## config.mk

```make
export PLATFORM = sky130hd
export DESIGN_NAME = modular_inverse_euclid_unit
export DESIGN_NICKNAME = d
export VERILOG_FILES = /design/src/hw/rtl/mie_pkg.sv /design/src/hw/rtl/modular_inverse_euclid_unit.sv
export SDC_FILE = /design/constraint.sdc
export NUM_CORES = 1
export LEC_CHECK = 0
export BUFFER_PORTS_ARGS = -buffer_cell sky130_fd_sc_hd__clkbuf_2
export CORE_MARGIN = 4
export CORE_UTILIZATION = 35
export CTS_CLUSTER_DIAMETER = 200
export DETAILED_ROUTE_END_ITERATION = 8
export MAX_ROUTING_LAYER = met4
export PLACE_DENSITY_LB_ADDON = 0.12
export REMOVE_ABC_BUFFERS = 1
export SLEW_MARGIN = 10
export SYNTH_ARGS = -nofsm -noshare
export SYNTH_HDL_FRONTEND = slang
export SYNTH_SLANG_ARGS = --single-unit
```

## constraint.sdc

```tcl
create_clock -name clk_i -period 9.68 [get_ports clk_i]
set_clock_uncertainty 0.1 [all_clocks]
set_input_delay 0 -clock clk_i [delete_from_list [all_inputs] [get_ports clk_i]]
set_output_delay 0 -clock clk_i [all_outputs]
set_load 0.01 [all_outputs]
```

## src/hw/rtl/mie_pkg.sv

```systemverilog
// Shared types and constants for the modular inverse unit.
// No dependencies; imported by modular_inverse_euclid_unit.
`timescale 1ns / 1ps
`default_nettype none

package mie_pkg;

  // Width of the modulus register and of the value and inverse ports
  localparam int unsigned FieldWidth = 16;

  // Modulus after reset
  localparam logic [FieldWidth-1:0] ModulusReset = 16'd26;

  // Sequencer states, one-hot
  typedef enum logic [4:0] {
    ST_IDLE   = 5'b00001,
    ST_REDUCE = 5'b00010,
    ST_STEP   = 5'b00100,
    ST_DIV    = 5'b01000,
    ST_DONE   = 5'b10000
  } mie_state_e;

endpackage

`default_nettype wire

```

## src/hw/rtl/modular_inverse_euclid_unit.sv

```systemverilog
// Modular inverse by the iterative extended Euclidean algorithm.
// One shared restoring divider with a shift-add cofactor accumulator, run by a
// small sequencer. Depends on mie_pkg.
`timescale 1ns / 1ps
`default_nettype none

//  channel | direction | handshake               | payload
//  --------+-----------+-------------------------+---------------------------
//  in      | input     | in_valid_i / in_stall_o | value_i[15:0]
//  out     | output    | out_valid_o/out_stall_i | inverse_o[15:0], status_o
//  cfg     | input     | cfg_we_i                | cfg_wdata_i[15:0] (modulus)
//
// Each word is reduced mod n, then runs k Euclid steps (about 23 at most for
// 16-bit operands); each step uses the bit-per-cycle divider, one quotient
// bit and one cofactor add per cycle.
// Reset clears control state and loads the modulus with 26.
// in_stall_o is high from acceptance until the result is registered; a new
// word may enter while the previous result still waits on out_stall_i.
module modular_inverse_euclid_unit
  import mie_pkg::*;
#(
  parameter int unsigned WIDTH = 16
) (
  input  wire logic                  clk_i,
  input  wire logic                  rst_ni,
  input  wire logic                  cfg_we_i,
  input  wire logic [FieldWidth-1:0] cfg_wdata_i,
  input  wire logic                  in_valid_i,
  output logic                       in_stall_o,
  input  wire logic [FieldWidth-1:0] value_i,
  output logic                       out_valid_o,
  input  wire logic                  out_stall_i,
  output logic      [FieldWidth-1:0] inverse_o,
  output logic                       status_o
);

  localparam int unsigned TW = WIDTH + 2;
  localparam int unsigned CW = (WIDTH > 1) ? $clog2(WIDTH) : 1;

  mie_state_e state_q, state_d;

  logic [FieldWidth-1:0] modulus_q;

  logic [WIDTH-1:0]        n_q, n_d;
  logic [WIDTH-1:0]        r_prev_q, r_prev_d;
  logic [WIDTH-1:0]        r_cur_q, r_cur_d;
  logic signed [TW-1:0]    t_prev_q, t_prev_d;
  logic signed [TW-1:0]    t_cur_q, t_cur_d;
  logic [WIDTH-1:0]        dvd_q, dvd_d;
  logic [WIDTH-1:0]        rem_q, rem_d;
  logic signed [TW-1:0]    acc_q, acc_d;
  logic [CW-1:0]           cnt_q, cnt_d;

  logic                  out_valid_q, out_valid_d;
  logic [FieldWidth-1:0] inverse_q, inverse_d;
  logic                  status_q, status_d;

  logic                  in_accept;
  logic                  out_free;
  logic [WIDTH-1:0]      value_w;
  logic [WIDTH-1:0]      modulus_w;
  logic [WIDTH-1:0]      divisor;
  logic [WIDTH:0]        rem_shift;
  logic                  q_bit;
  logic [WIDTH:0]        rem_next;
  logic signed [TW-1:0]  acc_next;
  logic                  div_last;
  logic signed [TW-1:0]  n_s;
  logic signed [TW-1:0]  t_wrap;
  logic [WIDTH-1:0]      inv_w;

  // Hold the modulus register
  always_ff @(posedge clk_i or negedge rst_ni) begin
    if (!rst_ni) begin
      modulus_q <= ModulusReset;
    end else if (cfg_we_i) begin
      modulus_q <= cfg_wdata_i;
    end
  end

  assign in_stall_o = (state_q != ST_IDLE);
  assign in_accept  = in_valid_i && !in_stall_o;
  assign out_free   = !out_valid_q || !out_stall_i;

  assign value_w   = WIDTH'(value_i);
  assign modulus_w = WIDTH'(modulus_q);

  // Shared divider step: one quotient bit, one cofactor shift-add
  assign divisor   = (state_q == ST_REDUCE) ? r_prev_q : r_cur_q;
  assign rem_shift = {rem_q, dvd_q[WIDTH-1]};
  assign q_bit     = (rem_shift >= {1'b0, divisor});
  assign rem_next  = q_bit ? (rem_shift - {1'b0, divisor}) : rem_shift;
  assign acc_next  = (acc_q <<< 1) + (q_bit ? t_cur_q : TW'(0));
  assign div_last  = (cnt_q == CW'(WIDTH - 1));

  // Wrap the final cofactor into 0..n-1
  assign n_s    = $signed({2'b00, n_q});
  assign t_wrap = t_prev_q[TW-1] ? (t_prev_q + n_s)
                : ((t_prev_q >= n_s) ? (t_prev_q - n_s) : t_prev_q);
  assign inv_w  = t_wrap[WIDTH-1:0];

  // Sequence the reduction, the Euclid steps and the result
  always_comb begin
    state_d     = state_q;
    n_d         = n_q;
    r_prev_d    = r_prev_q;
    r_cur_d     = r_cur_q;
    t_prev_d    = t_prev_q;
    t_cur_d     = t_cur_q;
    dvd_d       = dvd_q;
    rem_d       = rem_q;
    acc_d       = acc_q;
    cnt_d       = cnt_q;
    out_valid_d = out_valid_q && out_stall_i;
    inverse_d   = inverse_q;
    status_d    = status_q;

    case (state_q)
      ST_IDLE: begin
        if (in_accept) begin
          n_d      = modulus_w;
          t_prev_d = TW'(0);
          t_cur_d  = TW'(1);
          dvd_d    = value_w;
          rem_d    = '0;
          acc_d    = '0;
          cnt_d    = '0;
          if (modulus_w < WIDTH'(2)) begin
            // no invertible elements: gcd test fails at once
            r_prev_d = '0;
            r_cur_d  = '0;
            state_d  = ST_STEP;
          end else begin
            r_prev_d = modulus_w;
            state_d  = ST_REDUCE;
          end
        end
      end
      ST_REDUCE: begin
        // value mod n, quotient discarded
        dvd_d = dvd_q << 1;
        rem_d = rem_next[WIDTH-1:0];
        cnt_d = cnt_q + CW'(1);
        if (div_last) begin
          r_cur_d = rem_next[WIDTH-1:0];
          state_d = ST_STEP;
        end
      end
      ST_STEP: begin
        if (r_cur_q == '0) begin
          state_d = ST_DONE;
        end else begin
          dvd_d   = r_prev_q;
          rem_d   = '0;
          acc_d   = '0;
          cnt_d   = '0;
          state_d = ST_DIV;
        end
      end
      ST_DIV: begin
        dvd_d = dvd_q << 1;
        rem_d = rem_next[WIDTH-1:0];
        acc_d = acc_next;
        cnt_d = cnt_q + CW'(1);
        if (div_last) begin
          // advance the remainder and cofactor pairs
          r_prev_d = r_cur_q;
          r_cur_d  = rem_next[WIDTH-1:0];
          t_prev_d = t_cur_q;
          t_cur_d  = t_prev_q - acc_next;
          state_d  = ST_STEP;
        end
      end
      ST_DONE: begin
        if (out_free) begin
          out_valid_d = 1'b1;
          if (r_prev_q == WIDTH'(1)) begin
            inverse_d = FieldWidth'(inv_w);
            status_d  = 1'b0;
          end else begin
            inverse_d = '0;
            status_d  = 1'b1;
          end
          state_d = ST_IDLE;
        end
      end
      default: begin
        state_d = ST_IDLE;
      end
    endcase
  end

  // Control registers
  always_ff @(posedge clk_i or negedge rst_ni) begin
    if (!rst_ni) begin
      state_q     <= ST_IDLE;
      out_valid_q <= 1'b0;
      cnt_q       <= '0;
    end else begin
      state_q     <= state_d;
      out_valid_q <= out_valid_d;
      cnt_q       <= cnt_d;
    end
  end

  // Datapath registers
  always_ff @(posedge clk_i) begin
    n_q       <= n_d;
    r_prev_q  <= r_prev_d;
    r_cur_q   <= r_cur_d;
    t_prev_q  <= t_prev_d;
    t_cur_q   <= t_cur_d;
    dvd_q     <= dvd_d;
    rem_q     <= rem_d;
    acc_q     <= acc_d;
    inverse_q <= inverse_d;
    status_q  <= status_d;
  end

  assign out_valid_o = out_valid_q;
  assign inverse_o   = inverse_q;
  assign status_o    = status_q;

`ifndef SYNTH
  a_state_onehot: assert property (@(posedge clk_i) disable iff (!rst_ni)
    $onehot(state_q))
    else $error("sequencer state not one-hot");

  a_busy_after_accept: assert property (@(posedge clk_i) disable iff (!rst_ni)
    in_accept |=> (state_q != ST_IDLE))
    else $error("sequencer idle right after accepting a word");

  a_div_nonzero: assert property (@(posedge clk_i) disable iff (!rst_ni)
    (state_q == ST_DIV) |-> (r_cur_q != '0))
    else $error("Euclid step dividing by zero");

  a_inverse_nonzero: assert property (@(posedge clk_i) disable iff (!rst_ni)
    (out_valid_o && !status_o) |-> (inverse_o != '0))
    else $error("zero inverse reported as found");
`endif

endmodule

`default_nettype wire
```

==> metrics, run 1 <==
fraction of layout cells with a size suffix above 1=0.126; worst path arrival time=7.11 ns; Setup crit start kind=flop; Clock Sinks=176; Final Max Slew Viols=0; maximum vdd drop=0.147 mV; Die Ht=186 um; measured slew at the worst slew-check pin=1.08 ns; Post-Synthesis Mean Instance Area=10.2 um^2; pwr/cell area=381 nW/um^2; Root Buffer=clkbuf_16; total power=4.85 mW; most used flip-flop cell after synthesis=edfxtp_1; Gate Count Post-Synth=1,080; Synth Area in Adders=0.101; CTS tree=done; hold crit path type=primary input to async pin; I/O Pins=56; pre-CTS setup slack=2.70 ns; XOR/XNOR Fraction of Synth Area=0.0404; status=finished clean; Worst path max stage delay=0.56 ns; most frequent cells in the layout=edfxtp_1, nand2_1, nor2_1; Worst path slowest cell=dfstp_2; DR WL/cell=18.7 um; number of max-cap violations=0; first-pass GRT wire length=46.6 mm; Via density=5.26; mux cell area share after synthesis=0.0409; # Post-CTS Setup Buffers=0; vias in the first global route=8,264; via count=8,264; final setup fails=0; initial core utilization=0.358; Leak Pwr=5.24 nW; initial antenna violation count=0; Fmax=0.142 GHz; most common cell after layout, fill and taps aside=edfxtp_1; Post-CTS Hold Buffers=35; Pre-antenna DRT Iters=5; chip width=186 um; Synth Area in Simple Gates=0.162; final cell count without fillers=1,572; Final Hold Viols=0; ant diodes=0; # port buffers=55; die area=34,500 um^2; number of synthesized flops with an enable pin=150; Cells after DPL=1,505; CORE AREA=30,800 um^2; routed wire length=29.5 mm; area delta synth->final=15.4%; Gates resized, CTS repair=0; DPL Wire Length=21.4 mm; unrepaired setup endpoints after global routing=false; CP Capture Type=flop; critical path type=flop to flop; CTS Buf Count=17; final setup margin=2.66 ns; Clock H-tree levels=4; Total GRT Usage=0.181; sequential fraction of the synthesis area=0.467; yosys warns=0; # nets final=1,284; Row Count=64; DR iter-0 viols=587; unique cell type count in the Yosys netlist=79; largest family of logic cells by synthesized area=simple AND/OR/NAND/NOR gates; Post-Syn Area=11,000 um^2; Tcrit/Tclk final=0.726; Max FO, Critical Path=18; Synth Area in Compound Gates=0.151; grt total ovfl=0; synthesis-stage register bit count=176; largest net degree at the start of global routing=53; Routed Antenna Nets=0; fin crit period=7.02 ns; drt drc=0; setup TNS=0 ns; final RePlAce weighted congestion=0.885; Clock Path Buffers=2; clk_lat worst skew=0.45 ns; Clock transition at path regs=0.08 ns; relative slew slack=0.275; Worst Path Required=9.76 ns; asr flop ratio synth=0.148
power breakdown:
group	leakage, nW	switching [mW]	total (mW)	internal [mW]
sequential	1.73	0.185	1.31	1.13
combinational	3.22	1.67	2.83	1.16
clock	0.298	0.317	0.710	0.393
stage by stage:
step                instance area (um^2)  hold slack [ns]   util
floorplan                          10900           -0.396      -
global placement                   11800          -0.0275  0.383
detailed placement                 11800          -0.0252  0.383
CTS                                12700           0.0268  0.413
global route                       12700           0.0840  0.413
finish                             12700           0.0350  0.413
final cells by class:
cell class / instances / area (um^2)
Clock buffer: 24 / 536
Clock inverter: 8 / 61.3
Fill cell: 2986 / 18100
Inverter: 65 / 244
Multi-Input combinational cell: 799 / 5520
Sequential cell: 176 / 5160
Tap cell: 396 / 495
Timing Repair Buffer: 104 / 731
worst max-delay path: cells and delay by family (launching register included):
family / cells / cell delay [ns]
mux: 1 / 0.35
compound gates: 13 / 2.80
buf+inv: 2 / 0.37
flops: 1 / 0.56
fa+ha+maj: 5 / 1.55
xor+xnor: 2 / 0.39
simple gates: 6 / 0.64
cell families after synthesis:
kind of cell,after synthesis
muxes,43
adders and majority gates,86
buffers and inverters,105
xor gates and xnor gates,51
and+or+nand+nor,381
AOI/OAI and AO/OA,238
DFF,176
synth_stat cells, types with 4 or more instances:
cell      instances  area, um^2
a211oi_1          7        52.6
a21o_1           17         128
a21oi_1          61         305
a221o_1           7        70.1
a22oi_1          19         143
a31oi_1           6        37.5
and2_1           41         257
and3_1           10        62.6
buf_2             7        35.0
clkbuf_1         30         113
dfrtp_1          22         551
dfstp_2           4         105
edfxtp_1        150        4500
fa_1              5         100
ha_1             79         988
inv_1            65         244
mux2_2           17         191
mux2i_1          26         260
nand2_1         130         488
nand2b_1          9        56.3
nand3_1          19        95.1
nand3b_1          4        30.0
nand4_1          10        62.6
nor2_1           92         345
nor2b_1          10        62.6
nor3_1           25         125
nor4_1           12        75.1
o21a_1            9        67.6
o21ai_0          35         175
o21ai_1           4        20.0
o21bai_1         13        97.6
o221ai_1          5        43.8
o32ai_1           4        35.0
or3_1             8        50.1
xnor2_1          38         333
xor2_1           13         114
registers in the layout (all words and copies together), names as in the netlist:
register and cells:
t_prev_q 18, t_cur_q 18, cnt_q 4, r_prev_q 16, modulus_q 16, n_q 16, out_valid_o 1, state_q 5
dvd_q 16, status_o 1, r_cur_q 16, acc_q 17, inverse_o 16, rem_q 16
path summary, 6_finish.rpt:
check | startpoint | to | slack, ns | cells past startpoint
max in group asynchronous | rst_ni | modulus_q[12] | 8.98 | 2
hold / removal | rst_ni | cnt_q[2] | 0.03 | 2
setup / recovery | state_q[0] | t_cur_q[14] | 2.66 | 29
hold reg to reg | modulus_q[0] | n_q[0] | 0.40 | 0
min in group clk_i | cfg_we_i | modulus_q[2] | 0.07 | 2
setup reg to reg | state_q[0] | t_cur_q[14] | 2.66 | 29
per-layer routing:
metal | GRT usage | wire, um | up-vias
li1 | - | - | 4110
met1 | 0.235 | 14000 | 3984
met2 | 0.299 | 14200 | 149
met3 | 0.0276 | 811 | 21
met4 | 0.0452 | 437 | 0
met5 | - | 0 | -
No activity file was read; power rests on OpenSTA's default activity.
==> run 2, diff against run 1 <==
- clock period: 9.68 -> 5.9 ns (I/O delays scaled with it)
==> run 2 against run 1 <==
The run now ends with negative setup slack left. Largest power group unchanged. Die area is the same. Sequential cell count is the same. Maximum frequency grew 14%. Worst hold slack gained 0.0010 ns.
==> metrics, run 2 (synthesis results as in run 1) <==
status=finished, violations left (was finished clean); failing checks=negative setup slack; Worst path slowest cell=dfrtp_1 (was dfstp_2); Max FO, Critical Path=7 (was 18); Fmax=0.163 GHz (was 0.142 GHz); Worst Path Required=5.98 ns (was 9.76 ns); DPL Wire Length=22.8 mm (was 21.4 mm); total power=10.2 mW (was 4.85 mW); number of max-cap violations=0 (unchanged); area delta synth->final=32.8% (was 15.4%); Clock transition at path regs=0.08 ns (about the same); die area=34,500 um^2 (unchanged); drt drc=0 (unchanged); register area=5160 um^2 (unchanged); routed wire length=31.9 mm (was 29.5 mm); final setup margin=-0.250 ns (was 2.66 ns); Worst path max stage delay=0.39 ns (was 0.56 ns); Row Count=64 (unchanged); CTS Buf Count=17 (unchanged); most common cell after layout, fill and taps aside=buf_4 (was edfxtp_1); Tcrit/Tclk final=1.04 (was 0.726); pre-CTS setup slack=-0.644 ns (was 2.70 ns); CP Capture Type=flop (unchanged); fin crit period=6.15 ns (was 7.02 ns); Setup crit start kind=flop (unchanged); Final Hold Viols=0 (unchanged); measured slew at the worst slew-check pin=1.07 ns (was 1.08 ns); Clock H-tree levels=4 (unchanged); busiest grt layer=met2 (unchanged); # nets final=1,480 (was 1,284); Total GRT Usage=0.192 (was 0.181); worst path arrival time=6.23 ns (was 7.11 ns); met2 GRT Util=0.320 (was 0.299); pwr/cell area=693 nW/um^2 (was 381 nW/um^2); biggest regs=t_cur_q (18), t_prev_q (18), acc_q (17) (unchanged); Root Buffer=clkbuf_16 (unchanged); final core utilization=0.476 (was 0.413); worst hold slack=0.0360 ns (was 0.0350 ns); CTS tree=done (unchanged); # fillers=2,854 (was 2,986); Clock Sinks=176 (unchanged); Pre-antenna DRT Iters=5 (unchanged); # port buffers=55 (unchanged); grt total ovfl=0 (unchanged); most frequent cells in the layout=buf_4, edfxtp_1, nand2_1 (was edfxtp_1, nand2_1, nor2_1); largest net degree at the start of global routing=53 (unchanged); Die Ht=186 um (unchanged); DR iter-0 viols=588 (was 587); vias in the first global route=9,080 (was 8,264); chip width=186 um (unchanged); initial antenna violation count=0 (unchanged); CORE AREA=30,800 um^2 (unchanged); maximum vdd drop=0.290 mV (was 0.147 mV); hold crit path type=primary input to async pin (unchanged); relative slew slack=0.283 (was 0.275); fraction of layout cells with a size suffix above 1=0.289 (was 0.126); clk_lat worst skew=0.44 ns (was 0.45 ns); Final Max Slew Viols=0 (unchanged); initial core utilization=0.358 (unchanged); Leak Pwr=6.25 nW (was 5.24 nW); ant diodes=0 (unchanged); final setup fails=5 (was 0); critical path type=flop to flop (unchanged); I/O Pins=56 (unchanged); unrepaired setup endpoints after global routing=true (was false); Via density=5.16 (was 5.26); GR Util met1=0.246 (was 0.235); final RePlAce weighted congestion=0.921 (was 0.885); via count=9,121 (was 8,264); first-pass GRT wire length=49.7 mm (was 46.6 mm); Clock Path Buffers=2 (unchanged); grt met3 use=0.0270 (was 0.0276); Routed Antenna Nets=0 (unchanged); DR WL/cell=18.0 um (was 18.7 um); multi-input logic area=5890 um^2 (was 5520 um^2)
==> run 2: final cells by class <==
type,count,area share
Clock buffer,18,0.0307
Multi-Input combinational cell,800,0.402
Timing Repair Buffer,299,0.154
Clock inverter,14,0.0111
Inverter,65,0.0166
Sequential cell,176,0.352
Tap cell,396,0.0338
==> run 2: per-layer routing <==
layer | wire length [um] | part of all wire
met1 | 14500 | 0.45
met2 | 15800 | 0.50
met3 | 1010 | 0.032
met4 | 600 | 0.019
met5 | 0 | 0
==> run 2: repair_timing <==
item | 4_1_cts | 5_1_grt
cloned | 0 | 1
endpoints found under the hold margin | 62 | 0
buffers inserted | 44 | 17
resized for setup | 50 | 35
setup endpoints to repair | 7 | 20
hold buffers | 35 | 0
pin swaps | 48 | 50
==> run 2: worst max-delay path: cells and delay by family (launching register included) <==
kind / cells / cell delay [ns]
AOI/OAI and AO/OA: 10 / 1.69
muxes: 1 / 0.14
buffers and inverters: 6 / 0.79
and+or+nand+nor: 7 / 1.11
xor gates and xnor gates: 2 / 0.37
adders and majority gates: 5 / 1.27
DFF: 1 / 0.39
==> run 2: final timing paths <==
path,startpoint,to,slack (ns),cells past startpoint
max,state_q[2],t_cur_q[14],-0.25,31
min,rst_ni,cnt_q[0],0.04,2
max reg2reg,state_q[2],t_cur_q[14],-0.25,31
min reg2reg,modulus_q[0],n_q[0],0.39,0
max in group asynchronous,rst_ni,modulus_q[9],5.20,2
min in group clk_i,cfg_we_i,modulus_q[2],0.08,2
==> run 2: report_power, final <==
| part | leakage, nW | total (mW) | switching [mW] | internal, mW |
|---|---|---|---|---|
| Clock | 0.298 | 1.17 | 0.577 | 0.597 |
| Sequential | 1.73 | 2.15 | 0.302 | 1.85 |
| Combinational | 4.23 | 6.84 | 3.37 | 3.47 |
==> run 2: through the flow <==
step	cell area (um^2)	std cells	setup TNS, ns
after floorplan	10900	1040	-20.52
after global placement	12900	1645	-2.43
after detailed placement	12900	1645	-2.97
after CTS	14400	1756	-1.12
after global routing	14700	1768	-2.49
final	14700	1768	-0.901
==> run 3, diff against run 2 <==
- SKIP_CTS_REPAIR_TIMING: not set -> 1
==> run 3 against run 2 <==
The run still ends with negative setup slack left. Routed wire length decreased by 2.9%. First-iteration DRC count decreased by 1.0%. Register-to-register slack got worse by 0.09 ns. Utilization decreased by 1.6 points. Sequential share of layout area increased by 1.2 points. Maximum frequency decreased by 1.4%. Sequential cell count unchanged. Sequential power about the same. Cell area decreased by 3.3%. Critical path type unchanged. Via count decreased by 3.1%. Cell count decreased by 2.4%. Combinational power decreased by 9.9%.
==> metrics, run 3 (synthesis results as in run 1) <==
fraction of layout cells with a size suffix above 1=0.257 (was 0.289); # fillers=2,902 (was 2,854); number of max-cap violations=0 (unchanged); Psw=4.00 mW (was 4.25 mW); Max FO, Critical Path=7 (unchanged); CTS tree=done (unchanged); initial core utilization=0.358 (unchanged); worst path arrival time=6.31 ns (was 6.23 ns); status=finished, violations left (unchanged); most common cell after layout, fill and taps aside=buf_4 (unchanged); maximum vdd drop=0.288 mV (was 0.290 mV); Clock Path Buffers=2 (unchanged); pre-CTS setup slack=-0.644 ns (unchanged); Final Hold Viols=0 (unchanged); first-pass GRT wire length=47.6 mm (was 49.7 mm); clk_lat worst skew=0.44 ns (about the same); initial antenna violation count=0 (unchanged); Final Max Slew Viols=0 (unchanged); Tcrit/Tclk final=1.06 (was 1.04); critical path type=flop to flop (unchanged); DPL Wire Length=22.8 mm (unchanged); Routed Antenna Nets=0 (unchanged); pwr/cell area=668 nW/um^2 (was 693 nW/um^2); Worst path top cell family by delay=adder cells (was compound AO/OA/AOI/OAI gates); Die Ht=186 um (unchanged); Critical path buffers and inverters=4 (was 6); Reg-to-Reg End=t_cur_q[14] (unchanged); vias in the first global route=8,550 (was 9,080); Fmax=0.160 GHz (was 0.163 GHz); # port buffers=55 (unchanged); total power=9.48 mW (was 10.2 mW); R2R depth=31 (unchanged); sequential power share=0.226 (was 0.212); CTS Buf Count=17 (unchanged); Row Count=64 (unchanged); Root Buffer=clkbuf_16 (unchanged); area delta synth->final=28.4% (was 32.8%); WP depth=31 (unchanged); final RePlAce weighted congestion=0.921 (unchanged); CORE AREA=30,800 um^2 (unchanged); Gate power share=0.650 (was 0.673); ant diodes=0 (unchanged); Worst path max stage delay=0.39 ns (about the same); origin of the critical flop-to-flop path=state_q[2] (unchanged); measured slew at the worst slew-check pin=1.06 ns (was 1.07 ns); hold crit path type=primary input to async pin (unchanged); most frequent cells in the layout=buf_4, edfxtp_1, nand2_1 (unchanged); Pre-antenna DRT Iters=5 (unchanged); clock share of power=0.124 (was 0.115); via count=8,842 (was 9,121); largest net degree at the start of global routing=53 (unchanged); biggest regs=t_cur_q (18), t_prev_q (18), acc_q (17) (unchanged); Clock H-tree levels=4 (unchanged); final setup margin=-0.337 ns (was -0.250 ns); final cell count without fillers=1,725 (was 1,768); routed wire length=30.9 mm (was 31.9 mm); Cells after DPL=1,645 (unchanged); CP Capture Type=flop (unchanged); grt total ovfl=0 (unchanged); Leak Pwr=6.03 nW (was 6.25 nW); I/O Pins=56 (unchanged); flop2flop setup slack=-0.34 ns (was -0.25 ns); Worst path slowest cell=dfrtp_1 (unchanged); die area=34,500 um^2 (unchanged); failing checks=negative setup slack (unchanged); drt drc=0 (unchanged); # nets final=1,437 (was 1,480); DR iter-0 viols=582 (was 588); Switching Fraction=0.421 (was 0.418); Clock Sinks=176 (unchanged); Via density=5.13 (was 5.16); relative slew slack=0.291 (was 0.283); worst hold slack=0.0334 ns (was 0.0360 ns); Setup crit start kind=flop (unchanged); final setup fails=5 (unchanged); fin crit period=6.24 ns (was 6.15 ns); DR WL/cell=17.9 um (was 18.0 um); Total GRT Usage=0.184 (was 0.192); Worst Path Required=5.98 ns (about the same); unrepaired setup endpoints after global routing=true (unchanged); Clock transition at path regs=0.08 ns (about the same); Internal=5.48 mW (was 5.91 mW); chip width=186 um (unchanged)
[run 3: through the flow]
stage               utilization  area (um^2)  TNS [ns]
floorplan                     -        10900    -20.52
detailed placement        0.417        12900     -2.97
CTS                       0.437        13500     -3.37
global route              0.460        14200     -3.36
finish                    0.460        14200     -1.21
global placement          0.417        12900     -2.43
[run 3: routing by layer]
| metal | share of wire | GRT usage |
|---|---|---|
| met2 | 0.49 | 0.303 |
| met3 | 0.033 | 0.0260 |
| met5 | 0 | - |
| met4 | 0.015 | 0.0449 |
| met1 | 0.46 | 0.242 |
[run 3: power groups by stage]
stage | clock (mW) | combinational (mW) | sequential, mW
6_report | 1.18 | 6.16 | 2.14
5_1_grt | 1.26 | 6.84 | 2.18
4_1_cts | 1.21 | 5.75 | 2.14
3_5_place_dp | 0 | 5.70 | 2.16
3_3_place_gp | 0 | 5.71 | 2.17
2_1_floorplan | 0 | 3.57 | 2.06
[run 3: worst max path at each step]
stage                     slack (ns)     endpoint        from
after floorplan                -1.11  t_cur_q[14]  state_q[2]
after global placement         -0.55  t_cur_q[14]  state_q[2]
after detailed placement       -0.64  t_cur_q[14]  state_q[2]
after CTS                      -0.67  t_cur_q[14]  state_q[2]
after global routing           -0.73  t_cur_q[14]  state_q[2]
final                          -0.34  t_cur_q[14]  state_q[2]
[run 3: final cells by class]
class	count	area, um^2	area share
tap	396	495	0.0349
timing repair buffer	257	1920	0.135
sequential	176	5160	0.364
clock buffer	18	450	0.0317
clock inverter	14	163	0.0115
multi-input combinational	799	5750	0.406
inverter	65	244	0.0172
